$ cat config.mk
export PLATFORM = sky130hd
export DESIGN_NAME = hotkey_key_event_filter
export DESIGN_NICKNAME = d
export VERILOG_FILES = /design/src/rtl/core/hkf_pkg.sv /design/src/rtl/core/hotkey_key_event_filter.sv /design/src/rtl/core/hkf_slot_match.sv
export SDC_FILE = /design/constraint.sdc
export NUM_CORES = 2
export LEC_CHECK = 0
export BUFFER_PORTS_ARGS = -buffer_cell sky130_fd_sc_hd__clkbuf_2
export CAP_MARGIN = 20
export CORE_MARGIN = 5
export CORE_UTILIZATION = 40
export CTS_BUF_LIST = sky130_fd_sc_hd__clkbuf_4 sky130_fd_sc_hd__clkbuf_8
export CTS_CLUSTER_SIZE = 8
export DETAILED_ROUTE_END_ITERATION = 12
export PLACE_DENSITY_LB_ADDON = 0.2
export SLEW_MARGIN = 20
export SYNTH_ARGS = -nofsm -noshare
export SYNTH_HDL_FRONTEND = slang
export SYNTH_SLANG_ARGS = --single-unit
$ cat constraint.sdc
create_clock -name i_clk -period 5.4 [get_ports i_clk]
set_input_delay 0.54 -clock i_clk [delete_from_list [all_inputs] [get_ports i_clk]]
set_output_delay 0.54 -clock i_clk [all_outputs]
set_load 0.005 [all_outputs]
$ cat src/rtl/core/hkf_pkg.sv
package hkf_pkg;

    localparam int HELD_DEPTH   = 16;
    localparam int HOTKEY_SLOTS = 7;

    localparam int HELD_AW  = $clog2(HELD_DEPTH);
    localparam int CNT_W    = $clog2(HELD_DEPTH + 1);
    localparam int SLOT_AW  = 3;
    localparam int SLOT_W   = 20;
    localparam int MODK_W   = 48;
    localparam int CFG_IW   = 3;

    // configuration register indexes
    localparam logic [CFG_IW-1:0] CFG_MODKEYS = 3'd0;

    // event opcodes
    localparam logic [1:0] OP_KEY  = 2'd0;
    localparam logic [1:0] OP_TEXT = 2'd1;

    // result kinds
    localparam logic [1:0] RK_REPLAY = 2'd0;
    localparam logic [1:0] RK_FWD    = 2'd1;
    localparam logic [1:0] RK_HOTKEY = 2'd2;
    localparam logic [1:0] RK_OTHER  = 2'd3;

    // held entry status
    localparam logic [1:0] ST_PENDING   = 2'd0;
    localparam logic [1:0] ST_DELIVERED = 2'd1;
    localparam logic [1:0] ST_CONSUMED  = 2'd2;

    typedef logic [HOTKEY_SLOTS-1:0][SLOT_W-1:0] t_slots;

    typedef struct packed {
        logic [15:0] key;
        logic [15:0] scan;
        logic        ext;
        logic [2:0]  mods;
        logic [1:0]  status;
        logic        replay;
    } t_entry;

    typedef struct packed {
        logic [1:0]  kind;
        logic [15:0] key;
        logic [15:0] scan;
        logic        ext;
        logic        prs;
        logic [2:0]  mods;
        logic [2:0]  hk;
        logic [31:0] payload;
        logic        ovf;
    } t_result;

    typedef struct packed {
        logic               hit;
        logic [SLOT_AW-1:0] idx;
        logic               mod_reg;
    } t_match;

    // modifier bit of a key code: control first, then alt, then shift
    function automatic logic [2:0] mod_bit(logic [MODK_W-1:0] mk, logic [15:0] key);
        logic [2:0] b;
        b = 3'b000;
        if (key == mk[15:0]) b = 3'b001;
        else if (key == mk[31:16]) b = 3'b010;
        else if (key == mk[47:32]) b = 3'b100;
        return b;
    endfunction

endpackage

$ cat src/rtl/core/hotkey_key_event_filter.sv
// Hotkey key event filter. Key, text and other events arrive one item at a
// time; each item gives zero to HELD_DEPTH+1 result items, the final one
// flagged by o_last_result. Held keys live in a 16-entry single-port-write,
// registered-read table walked by a sequencer. A key item takes a table scan
// and a decide step. Where needed, a flush, consume or compaction pass
// follows, each walking the entries with a read state and a write state.
// Results are pushed from within those passes; a push waits while the
// output path is full. The longest item is the release of the oldest of
// 16 held keys: scan, flush, emit, then compaction.
// Text events flush pending makes first; other events pass at once.
// The input is stalled until the previous item's results have all
// been queued. Results go through a one-deep hold stage (needed to know which
// result is last) and an output register. Configuration is always ready;
// index 0 holds the modifier key codes, 1..7 the hotkey slots.
module hotkey_key_event_filter (
    input  logic        i_clk,
    input  logic        i_rst_n,
    input  logic        i_valid,
    output logic        o_stall,
    input  logic [1:0]  i_opcode,
    input  logic [15:0] i_key_code,
    input  logic [15:0] i_scan_code,
    input  logic        i_extended_flag,
    input  logic        i_pressed,
    input  logic [2:0]  i_modifier_mask,
    input  logic        i_replay_allowed,
    input  logic [31:0] i_passthrough_payload,
    output logic        o_valid,
    input  logic        i_stall,
    output logic [1:0]  o_result_kind,
    output logic [15:0] o_out_key_code,
    output logic [15:0] o_out_scan_code,
    output logic        o_out_extended,
    output logic        o_out_pressed,
    output logic [2:0]  o_out_modifiers,
    output logic [2:0]  o_hotkey_index,
    output logic [31:0] o_out_payload,
    output logic        o_table_overflow,
    output logic        o_last_result,
    input  logic        i_cfg_valid,
    output logic        o_cfg_ready,
    input  logic [hkf_pkg::CFG_IW-1:0] i_cfg_index,
    input  logic [hkf_pkg::MODK_W-1:0] i_cfg_data
);
    import hkf_pkg::*;

    typedef enum logic [10:0] {
        S_IDLE   = 11'b00000000001,
        S_SCAN   = 11'b00000000010,
        S_DECIDE = 11'b00000000100,
        S_FL_RD  = 11'b00000001000,
        S_FL_WR  = 11'b00000010000,
        S_EMIT   = 11'b00000100000,
        S_CO_RD  = 11'b00001000000,
        S_CO_WR  = 11'b00010000000,
        S_SH_RD  = 11'b00100000000,
        S_SH_WR  = 11'b01000000000,
        S_DONE   = 11'b10000000000
    } t_state;

    // what follows the flush pass
    typedef struct packed {
        logic    emit;
        logic    remove;
        logic    consume;
        t_result res;
    } t_post;

    // configuration
    logic [MODK_W-1:0] r_modkeys;
    t_slots            r_slots;

    // held table
    t_entry             mem [HELD_DEPTH];
    t_entry             rd_data;
    logic [HELD_AW-1:0] mem_ra, mem_wa;
    logic               mem_we;
    t_entry             mem_wd;

    // sequencer
    t_state             r_state, n_state;
    logic [CNT_W-1:0]   r_ptr, n_ptr;
    logic [CNT_W-1:0]   r_cnt, n_cnt;
    logic               r_dv, n_dv;
    logic               r_found, n_found;
    logic [HELD_AW-1:0] r_fidx, n_fidx;
    t_entry             r_fent, n_fent;
    logic               r_blocked, n_blocked;
    t_post              r_post, n_post;

    // latched item
    logic [15:0] r_key, r_scan;
    logic        r_ext, r_prs, r_rep;
    logic [2:0]  r_mods;

    // result path
    logic    r_hold_v, r_out_v, r_out_last;
    t_result r_hold, r_out;
    logic    push, push_final, out_free, can_emit;
    t_result push_data;

    logic [15:0] key_eff;
    logic [1:0]  st_eff;
    t_match      match;
    t_result     res_fwd;

    assign o_cfg_ready = 1'b1;
    assign o_stall     = (r_state != S_IDLE);
    assign out_free    = !r_out_v || !i_stall;
    assign can_emit    = !r_hold_v || out_free;

    assign key_eff = r_found ? r_fent.key : r_key;
    assign st_eff  = r_found ? r_fent.status : ST_PENDING;

    hkf_slot_match u_match (
        .i_slots   (r_slots),
        .i_modkeys (r_modkeys),
        .i_key     (key_eff),
        .i_mods    (r_mods),
        .o_match   (match)
    );

    always_ff @(posedge i_clk) begin
        if (!i_rst_n) begin
            r_modkeys <= '0;
            r_slots   <= '0;
        end else if (i_cfg_valid) begin
            if (i_cfg_index == CFG_MODKEYS) begin
                r_modkeys <= i_cfg_data;
            end else if ((i_cfg_index - CFG_IW'(1)) < CFG_IW'(HOTKEY_SLOTS)) begin
                r_slots[SLOT_AW'(i_cfg_index - CFG_IW'(1))] <= i_cfg_data[SLOT_W-1:0];
            end
        end
    end

    always_ff @(posedge i_clk) begin
        if (mem_we) mem[mem_wa] <= mem_wd;
        rd_data <= mem[mem_ra];
    end

    always_comb begin
        res_fwd         = '0;
        res_fwd.kind    = RK_FWD;
        res_fwd.key     = key_eff;
        res_fwd.scan    = r_scan;
        res_fwd.ext     = r_ext;
        res_fwd.prs     = r_prs;
        res_fwd.mods    = r_mods;
    end

    always_comb begin
        n_state   = r_state;
        n_ptr     = r_ptr;
        n_cnt     = r_cnt;
        n_dv      = 1'b0;
        n_found   = r_found;
        n_fidx    = r_fidx;
        n_fent    = r_fent;
        n_blocked = r_blocked;
        n_post    = r_post;
        mem_ra    = r_ptr[HELD_AW-1:0];
        mem_wa    = r_ptr[HELD_AW-1:0];
        mem_we    = 1'b0;
        mem_wd    = rd_data;
        push      = 1'b0;
        push_final = 1'b0;
        push_data = '0;

        unique case (r_state)
            S_IDLE: begin
                if (i_valid) begin
                    n_ptr          = '0;
                    n_found        = 1'b0;
                    n_blocked      = 1'b0;
                    n_post         = '0;
                    n_post.emit    = 1'b1;
                    n_post.res.kind    = RK_OTHER;
                    n_post.res.payload = i_passthrough_payload;
                    if (i_opcode == OP_KEY) n_state = S_SCAN;
                    else if (i_opcode == OP_TEXT) n_state = S_FL_RD;
                    else n_state = S_EMIT;
                end
            end
            S_SCAN: begin
                if (r_ptr < r_cnt) begin
                    n_ptr = r_ptr + CNT_W'(1);
                    n_dv  = 1'b1;
                end
                if (r_dv) begin
                    if (!r_found && rd_data.ext == r_ext &&
                            ((rd_data.scan != 16'd0 || r_scan != 16'd0) ?
                             rd_data.scan == r_scan : rd_data.key == r_key)) begin
                        n_found = 1'b1;
                        n_fidx  = HELD_AW'(r_ptr - CNT_W'(1));
                        n_fent  = rd_data;
                    end
                    if (rd_data.status == ST_DELIVERED &&
                            (mod_bit(r_modkeys, rd_data.key) & r_mods) != 3'b000)
                        n_blocked = 1'b1;
                end
                if (r_ptr == r_cnt && !r_dv) n_state = S_DECIDE;
            end
            S_DECIDE: begin
                n_ptr  = '0;
                n_post = '0;
                n_post.res = res_fwd;
                if (!r_prs) begin
                    if (!r_found) begin
                        n_post.emit = 1'b1;
                        n_state     = S_FL_RD;
                    end else begin
                        n_post.remove = 1'b1;
                        if (r_fent.status != ST_CONSUMED) begin
                            n_post.emit = 1'b1;
                            n_state     = S_FL_RD;
                        end else begin
                            n_ptr   = CNT_W'(r_fidx) + CNT_W'(1);
                            n_state = S_SH_RD;
                        end
                    end
                end else if (!r_found && r_cnt == CNT_W'(HELD_DEPTH)) begin
                    n_post.emit    = 1'b1;
                    n_post.res.ovf = 1'b1;
                    n_state        = S_FL_RD;
                end else begin
                    if (!r_found) begin
                        mem_we        = 1'b1;
                        mem_wa        = r_cnt[HELD_AW-1:0];
                        mem_wd.key    = r_key;
                        mem_wd.scan   = r_scan;
                        mem_wd.ext    = r_ext;
                        mem_wd.mods   = r_mods;
                        mem_wd.status = ST_PENDING;
                        mem_wd.replay = r_rep;
                        n_cnt         = r_cnt + CNT_W'(1);
                    end
                    if (st_eff == ST_DELIVERED) begin
                        n_post.emit = 1'b1;
                        n_state     = S_FL_RD;
                    end else if (!r_blocked && match.hit) begin
                        n_post.emit     = 1'b1;
                        n_post.consume  = 1'b1;
                        n_post.res.kind = RK_HOTKEY;
                        n_post.res.hk   = 3'(match.idx);
                        n_state         = S_EMIT;
                    end else if (st_eff == ST_CONSUMED || match.mod_reg) begin
                        n_state = S_DONE;
                    end else begin
                        n_state = S_FL_RD;
                    end
                end
            end
            S_FL_RD: begin
                if (r_ptr == r_cnt) begin
                    if (r_post.emit) n_state = S_EMIT;
                    else if (r_post.remove) begin
                        n_ptr   = CNT_W'(r_fidx) + CNT_W'(1);
                        n_state = S_SH_RD;
                    end else n_state = S_DONE;
                end else begin
                    n_state = S_FL_WR;
                end
            end
            S_FL_WR: begin
                if (rd_data.status != ST_PENDING) begin
                    n_ptr   = r_ptr + CNT_W'(1);
                    n_state = S_FL_RD;
                end else if (!rd_data.replay || can_emit) begin
                    if (rd_data.replay) begin
                        push           = 1'b1;
                        push_data.kind = RK_REPLAY;
                        push_data.key  = rd_data.key;
                        push_data.scan = rd_data.scan;
                        push_data.ext  = rd_data.ext;
                        push_data.prs  = 1'b1;
                        push_data.mods = rd_data.mods;
                    end
                    mem_we        = 1'b1;
                    mem_wd.status = ST_DELIVERED;
                    n_ptr         = r_ptr + CNT_W'(1);
                    n_state       = S_FL_RD;
                end
            end
            S_EMIT: begin
                if (can_emit) begin
                    push      = 1'b1;
                    push_data = r_post.res;
                    if (r_post.consume) begin
                        n_ptr   = '0;
                        n_state = S_CO_RD;
                    end else if (r_post.remove) begin
                        n_ptr   = CNT_W'(r_fidx) + CNT_W'(1);
                        n_state = S_SH_RD;
                    end else n_state = S_DONE;
                end
            end
            S_CO_RD: begin
                n_state = (r_ptr == r_cnt) ? S_DONE : S_CO_WR;
            end
            S_CO_WR: begin
                if (rd_data.status == ST_PENDING) begin
                    mem_we        = 1'b1;
                    mem_wd.status = ST_CONSUMED;
                end
                n_ptr   = r_ptr + CNT_W'(1);
                n_state = S_CO_RD;
            end
            S_SH_RD: begin
                if (r_ptr == r_cnt) begin
                    n_cnt   = r_cnt - CNT_W'(1);
                    n_state = S_DONE;
                end else n_state = S_SH_WR;
            end
            S_SH_WR: begin
                mem_we  = 1'b1;
                mem_wa  = HELD_AW'(r_ptr - CNT_W'(1));
                n_ptr   = r_ptr + CNT_W'(1);
                n_state = S_SH_RD;
            end
            S_DONE: begin
                if (!r_hold_v) n_state = S_IDLE;
                else if (out_free) begin
                    push_final = 1'b1;
                    n_state    = S_IDLE;
                end
            end
            default: n_state = S_IDLE;
        endcase
    end

    always_ff @(posedge i_clk) begin
        if (!i_rst_n) begin
            r_state <= S_IDLE;
            r_cnt   <= '0;
            r_dv    <= 1'b0;
        end else begin
            r_state <= n_state;
            r_cnt   <= n_cnt;
            r_dv    <= n_dv;
        end
        r_ptr     <= n_ptr;
        r_found   <= n_found;
        r_fidx    <= n_fidx;
        r_fent    <= n_fent;
        r_blocked <= n_blocked;
        r_post    <= n_post;
        if (r_state == S_IDLE && i_valid) begin
            r_key  <= i_key_code;
            r_scan <= i_scan_code;
            r_ext  <= i_extended_flag;
            r_prs  <= i_pressed;
            r_mods <= i_modifier_mask;
            r_rep  <= i_replay_allowed;
        end
    end

    // hold stage: a result moves on only once the next one, or the end of
    // the item, says whether it is last
    always_ff @(posedge i_clk) begin
        if (!i_rst_n) begin
            r_hold_v <= 1'b0;
            r_out_v  <= 1'b0;
        end else if (push) begin
            if (r_hold_v) begin
                r_out      <= r_hold;
                r_out_last <= 1'b0;
                r_out_v    <= 1'b1;
            end else if (out_free) begin
                r_out_v <= 1'b0;
            end
            r_hold   <= push_data;
            r_hold_v <= 1'b1;
        end else if (push_final) begin
            r_out      <= r_hold;
            r_out_last <= 1'b1;
            r_out_v    <= 1'b1;
            r_hold_v   <= 1'b0;
        end else if (out_free) begin
            r_out_v <= 1'b0;
        end
    end

    assign o_valid          = r_out_v;
    assign o_result_kind    = r_out.kind;
    assign o_out_key_code   = r_out.key;
    assign o_out_scan_code  = r_out.scan;
    assign o_out_extended   = r_out.ext;
    assign o_out_pressed    = r_out.prs;
    assign o_out_modifiers  = r_out.mods;
    assign o_hotkey_index   = r_out.hk;
    assign o_out_payload    = r_out.payload;
    assign o_table_overflow = r_out.ovf;
    assign o_last_result    = r_out_last;

    a_cnt_range: assert property (@(posedge i_clk) disable iff (!i_rst_n)
        r_cnt <= CNT_W'(HELD_DEPTH))
        else $error("held count beyond table depth");

    a_idle_hold_empty: assert property (@(posedge i_clk) disable iff (!i_rst_n)
        r_state == S_IDLE |-> !r_hold_v)
        else $error("result left in hold stage while idle");

    a_ptr_bound: assert property (@(posedge i_clk) disable iff (!i_rst_n)
        (r_state == S_FL_WR || r_state == S_CO_WR) |-> r_ptr < r_cnt)
        else $error("table walk past held count");

    a_push_room: assert property (@(posedge i_clk) disable iff (!i_rst_n)
        push |-> can_emit)
        else $error("result pushed with no room");

endmodule

$ cat src/rtl/core/hkf_slot_match.sv
module hkf_slot_match (
    input  hkf_pkg::t_slots               i_slots,
    input  logic [hkf_pkg::MODK_W-1:0]    i_modkeys,
    input  logic [15:0]                   i_key,
    input  logic [2:0]                    i_mods,
    output hkf_pkg::t_match               o_match
);
    import hkf_pkg::*;

    logic [2:0] kbit;

    always_comb begin
        kbit = mod_bit(i_modkeys, i_key);
        o_match = '0;
        // walk down so the lowest matching slot wins
        for (int s = HOTKEY_SLOTS - 1; s >= 0; s--) begin
            if (i_slots[s][19] && i_slots[s][15:0] == i_key
                    && i_slots[s][18:16] == i_mods) begin
                o_match.hit = 1'b1;
                o_match.idx = SLOT_AW'(s);
            end
            if (i_slots[s][19] && (i_slots[s][18:16] & kbit) != 3'b000)
                o_match.mod_reg = 1'b1;
        end
    end

endmodule

==> results.md <==
- Status: finished clean
- Critical path capture point type: flop
- CTS tree: yes
- Power share of the clock group: 0.318
- CP Class: reg -> reg
- TritonCTS Buffers: around 190
- GP Congestion: 0.936
- Initial drt markers: 2,216
- Sequential power share: 0.462
- ANT nets after route: 0
- Post-synth EDFFs: 920
- Fin crit share: 0.808
- Clock Tree Root: clkbuf_8
- Synth Instances: between 3k and 4k
- Clock Skew: 0.0483 ns
- Startpoint types: flop
- Tot GR Track Use: 0.213
- Placed Cells: 4,616
- Nets: ~3.5k
- Synthesized flop and latch total: about 1.2k
- DRC viols: 0
- IO Port Bufs: 205
- Initial antenna violation count: 10
- Global-route wire length before repair: ~200 mm
- Wire per inst: 26.3 um
- Switching pwr: 7580 uW
- Share of cells above drive strength 1: 0.258
- Row count: 125
- Remaining global-route overflow: 0
- Post-Syn Nets: approximately 3.1k
- Final TNS setup: 0 ns
- Finished Layout Cells: 5,086
- Worst slew pin tran: 1.11 ns
- Sequential share of the synthesized area: 0.692
- Max stage delay cell, worst path: edfxtp_1
- DR vias: between 20k and 30k
- Max_cap viols: 0
- Switching Fraction: 0.294
- Synth Flop Type: edfxtp_1
- Final hold vios: 0
- Peak VDD IR: 279 uV
- Filler instances: 9,969
- Core area: roughly 120,000 um^2
- Count of pins over their slew limit: 0
- Yosys synthesis warning count: 0
- Crit-path max FO: 8
- Die Y: 353 um
- Crit-path cells: buf_4 -> mux2i_2 -> buf_4 -> xnor2_1 -> nor4_1 -> nand4_1 -> nor4_4 -> nor4_1 -> a2111oi_2 -> or3b_1 -> nor4_2
- Clock Sinks: about 1.2k
- Rel. slew slack: 0.243
- Pin count of the biggest net entering global routing: 70
- Pleak: 0.0186 uW
- Skew-Pair Late Insertion Delay: roughly 0.9 ns
- Async set-or-reset flop fraction in the synthesized netlist: 0
- Vias in the first global route: approximately 29k
- Starting density of the core: 0.404
- Area Growth Syn to Fin: 17.7%
- Final number of setup-violating endpoints: 0
- DR WL met3: 8.04 mm
- Fmax: 229 MHz
- Tmin final: 4.36 ns
- WP data required: 6.08 ns
- Max incr delay on CP: 0.72 ns
- DRT Wirelength: around 130 mm
- Htree depth: 4
- DR WL met2: 64.7 mm
- RSZ-0062 raised after global routing: no
- Ports: approximately 210
- Mapped Avg Cell Area: 15.7 um^2
- Power density cells: 465 nW/um^2
- Max clock buf depth: 3
- Die footprint: 125,000 um^2
- Tot Pwr: about 26,000 uW
- HP Class: in -> reg
- Yosys cell types: 64
- Gate power share: 0.220
- Top sig layer: met4
- Vias/cell: ~5.5
- Synthesized area: ~47,000 um^2
- First-pass detailed-route iteration total: 6
- Post-DP HPWL: roughly 84 mm
- Internal Pwr Total: 18,200 uW
- Reg clk slew, reported paths: approximately 0.06 ns
- Critical path arrival: 5.05 ns
- M1 WL: around 58 mm
- Die X: 353 um
## state kept, by name (all words and copies together) (netlist names), 2 cells and up
signal / flops
o_out_scan_code: 16
r_fent: 18
mem: 624
r_key: 16
o_hotkey_index: 3
r_post: 78
o_out_key_code: 16
r_ptr: 5
o_out_modifiers: 3
r_slots: 140
r_modkeys: 48
r_mods: 3
r_hold: 75
r_cnt: 5
r_state: 11
r_scan: 16
o_result_kind: 2
o_out_payload: 32
r_fidx: 4
rd_data: 39
## kinds of logic after synthesis
kind of cell,count (synthesis),share of synthesized area
flip-flops,1166,0.692
AND/OR/NAND/NOR,761,0.0790
multiplexers,312,0.121
XOR/XNOR,273,0.0508
AO/OA/AOI/OAI,258,0.0340
buffers and inverters,220,0.0197
adder cells (fa/ha/maj),14,0.00388
other,1,0.0000797
## critical path: cells and delay by family (launching register included)
| kind | cells | cell delay [ns] |
|---|---|---|
| XOR/XNOR | 1 | 0.13 |
| AO/OA/AOI/OAI | 1 | 0.50 |
| AND/OR/NAND/NOR | 6 | 1.51 |
| flip-flops | 1 | 0.72 |
| multiplexers | 1 | 0.68 |
| buffers and inverters | 2 | 0.63 |
## routing by layer
metal  GRT usage  vias to the layer above
met4      0.0719                        0
met2       0.348                     1021
met1       0.294                    14400
met5           0                        -
met3      0.0359                      198
li1            -                    12200
## cell usage in the layout, fill, tap and decap left out, types with 22 or more instances in the layout
cell type	count
a21boi_0	22
a21oi_1	134
a22o_1	36
and2_1	60
and3_1	46
buf_4	66
clkbuf_2	205
clkbuf_4	84
clkbuf_8	232
dfxtp_1	246
dlygate4sd3_1	109
edfxtp_1	920
inv_1	27
mux2_2	38
mux2i_1	63
mux4_2	195
nand2_1	298
nand4_1	43
nor2_1	128
nor4_1	88
o21ai_0	27
xnor2_1	232
xor2_1	41
## through the flow
stage	worst slack (ns)	hold WS (ns)	utilization	cell area (um^2)
2_1_floorplan	0.123	0.400	-	47100
3_3_place_gp	1.28	0.404	0.429	50000
3_5_place_dp	1.13	0.405	0.429	50000
4_1_cts	1.07	0.00223	0.475	55300
5_1_grt	0.823	0.0358	0.475	55400
6_report	1.04	0.0730	0.475	55400
## final cells by class
cell class              instances  area, um^2  share of cell area
clock buffers                 316        3820              0.0691
clock inverters                40         368             0.00664
repair buffers                390        2800              0.0506
well taps                    1524        1910              0.0344
flip-flops and latches       1166       32600               0.588
multi-input cells            1619       13800               0.249
diodes                          3        7.51            0.000136
inverters                      28         108             0.00194
## final timing paths
check | from | to | slack (ns) | cells past startpoint
worst max-delay path | r_found$_DFFE_PP_ | r_post[35]$_SDFFCE_PP0P_ | 1.04 | 11
worst min-delay path | i_cfg_data[17] | r_slots[77]$_SDFFE_PN0P_ | 0.07 | 3
worst max register to register | r_found$_DFFE_PP_ | r_post[35]$_SDFFCE_PP0P_ | 1.04 | 11
worst min register to register | r_hold[23]$_SDFFCE_PN0P_ | o_out_payload[22]$_DFFE_PP_ | 0.39 | 0
## power by group through the flow
stage          registers (uW)  logic [uW]  clock network [uW]
2_1_floorplan           11500        4250                   0
3_3_place_gp            12100        5490                   0
3_5_place_dp            12100        5650                   0
4_1_cts                 11900        5740                8420
5_1_grt                 11900        6130                8870
6_report                11900        5670                8200
## synthesized netlist by cell type, types with 22 or more instances
cell,number,share of area
edfxtp_1,920,0.59
a21oi_1,135,0.014
nor4_1,88,0.012
a21boi_0,22,0.0035
xor2_1,41,0.0076
xnor2_1,232,0.043
mux4_2,195,0.093
and2_1,61,0.0081
mux2_2,38,0.0091
nand2_1,298,0.024
nor2_1,150,0.012
clkbuf_1,150,0.012
and3_1,46,0.0061
o21ai_0,27,0.0029
inv_1,28,0.0022
mux2i_1,70,0.015
a22o_1,36,0.0067
buf_1,22,0.0018
nand4_1,43,0.0057
dfxtp_1,246,0.10
## repair_timing
| action | in CTS | in global routing |
|---|---|---|
| buffers inserted | 0 | 0 |
| resized for setup | 0 | 0 |
| hold buffers | 109 | 0 |
| hold endpoints to repair | 128 | 0 |
Note: power is estimated with default switching activity, not from simulation.
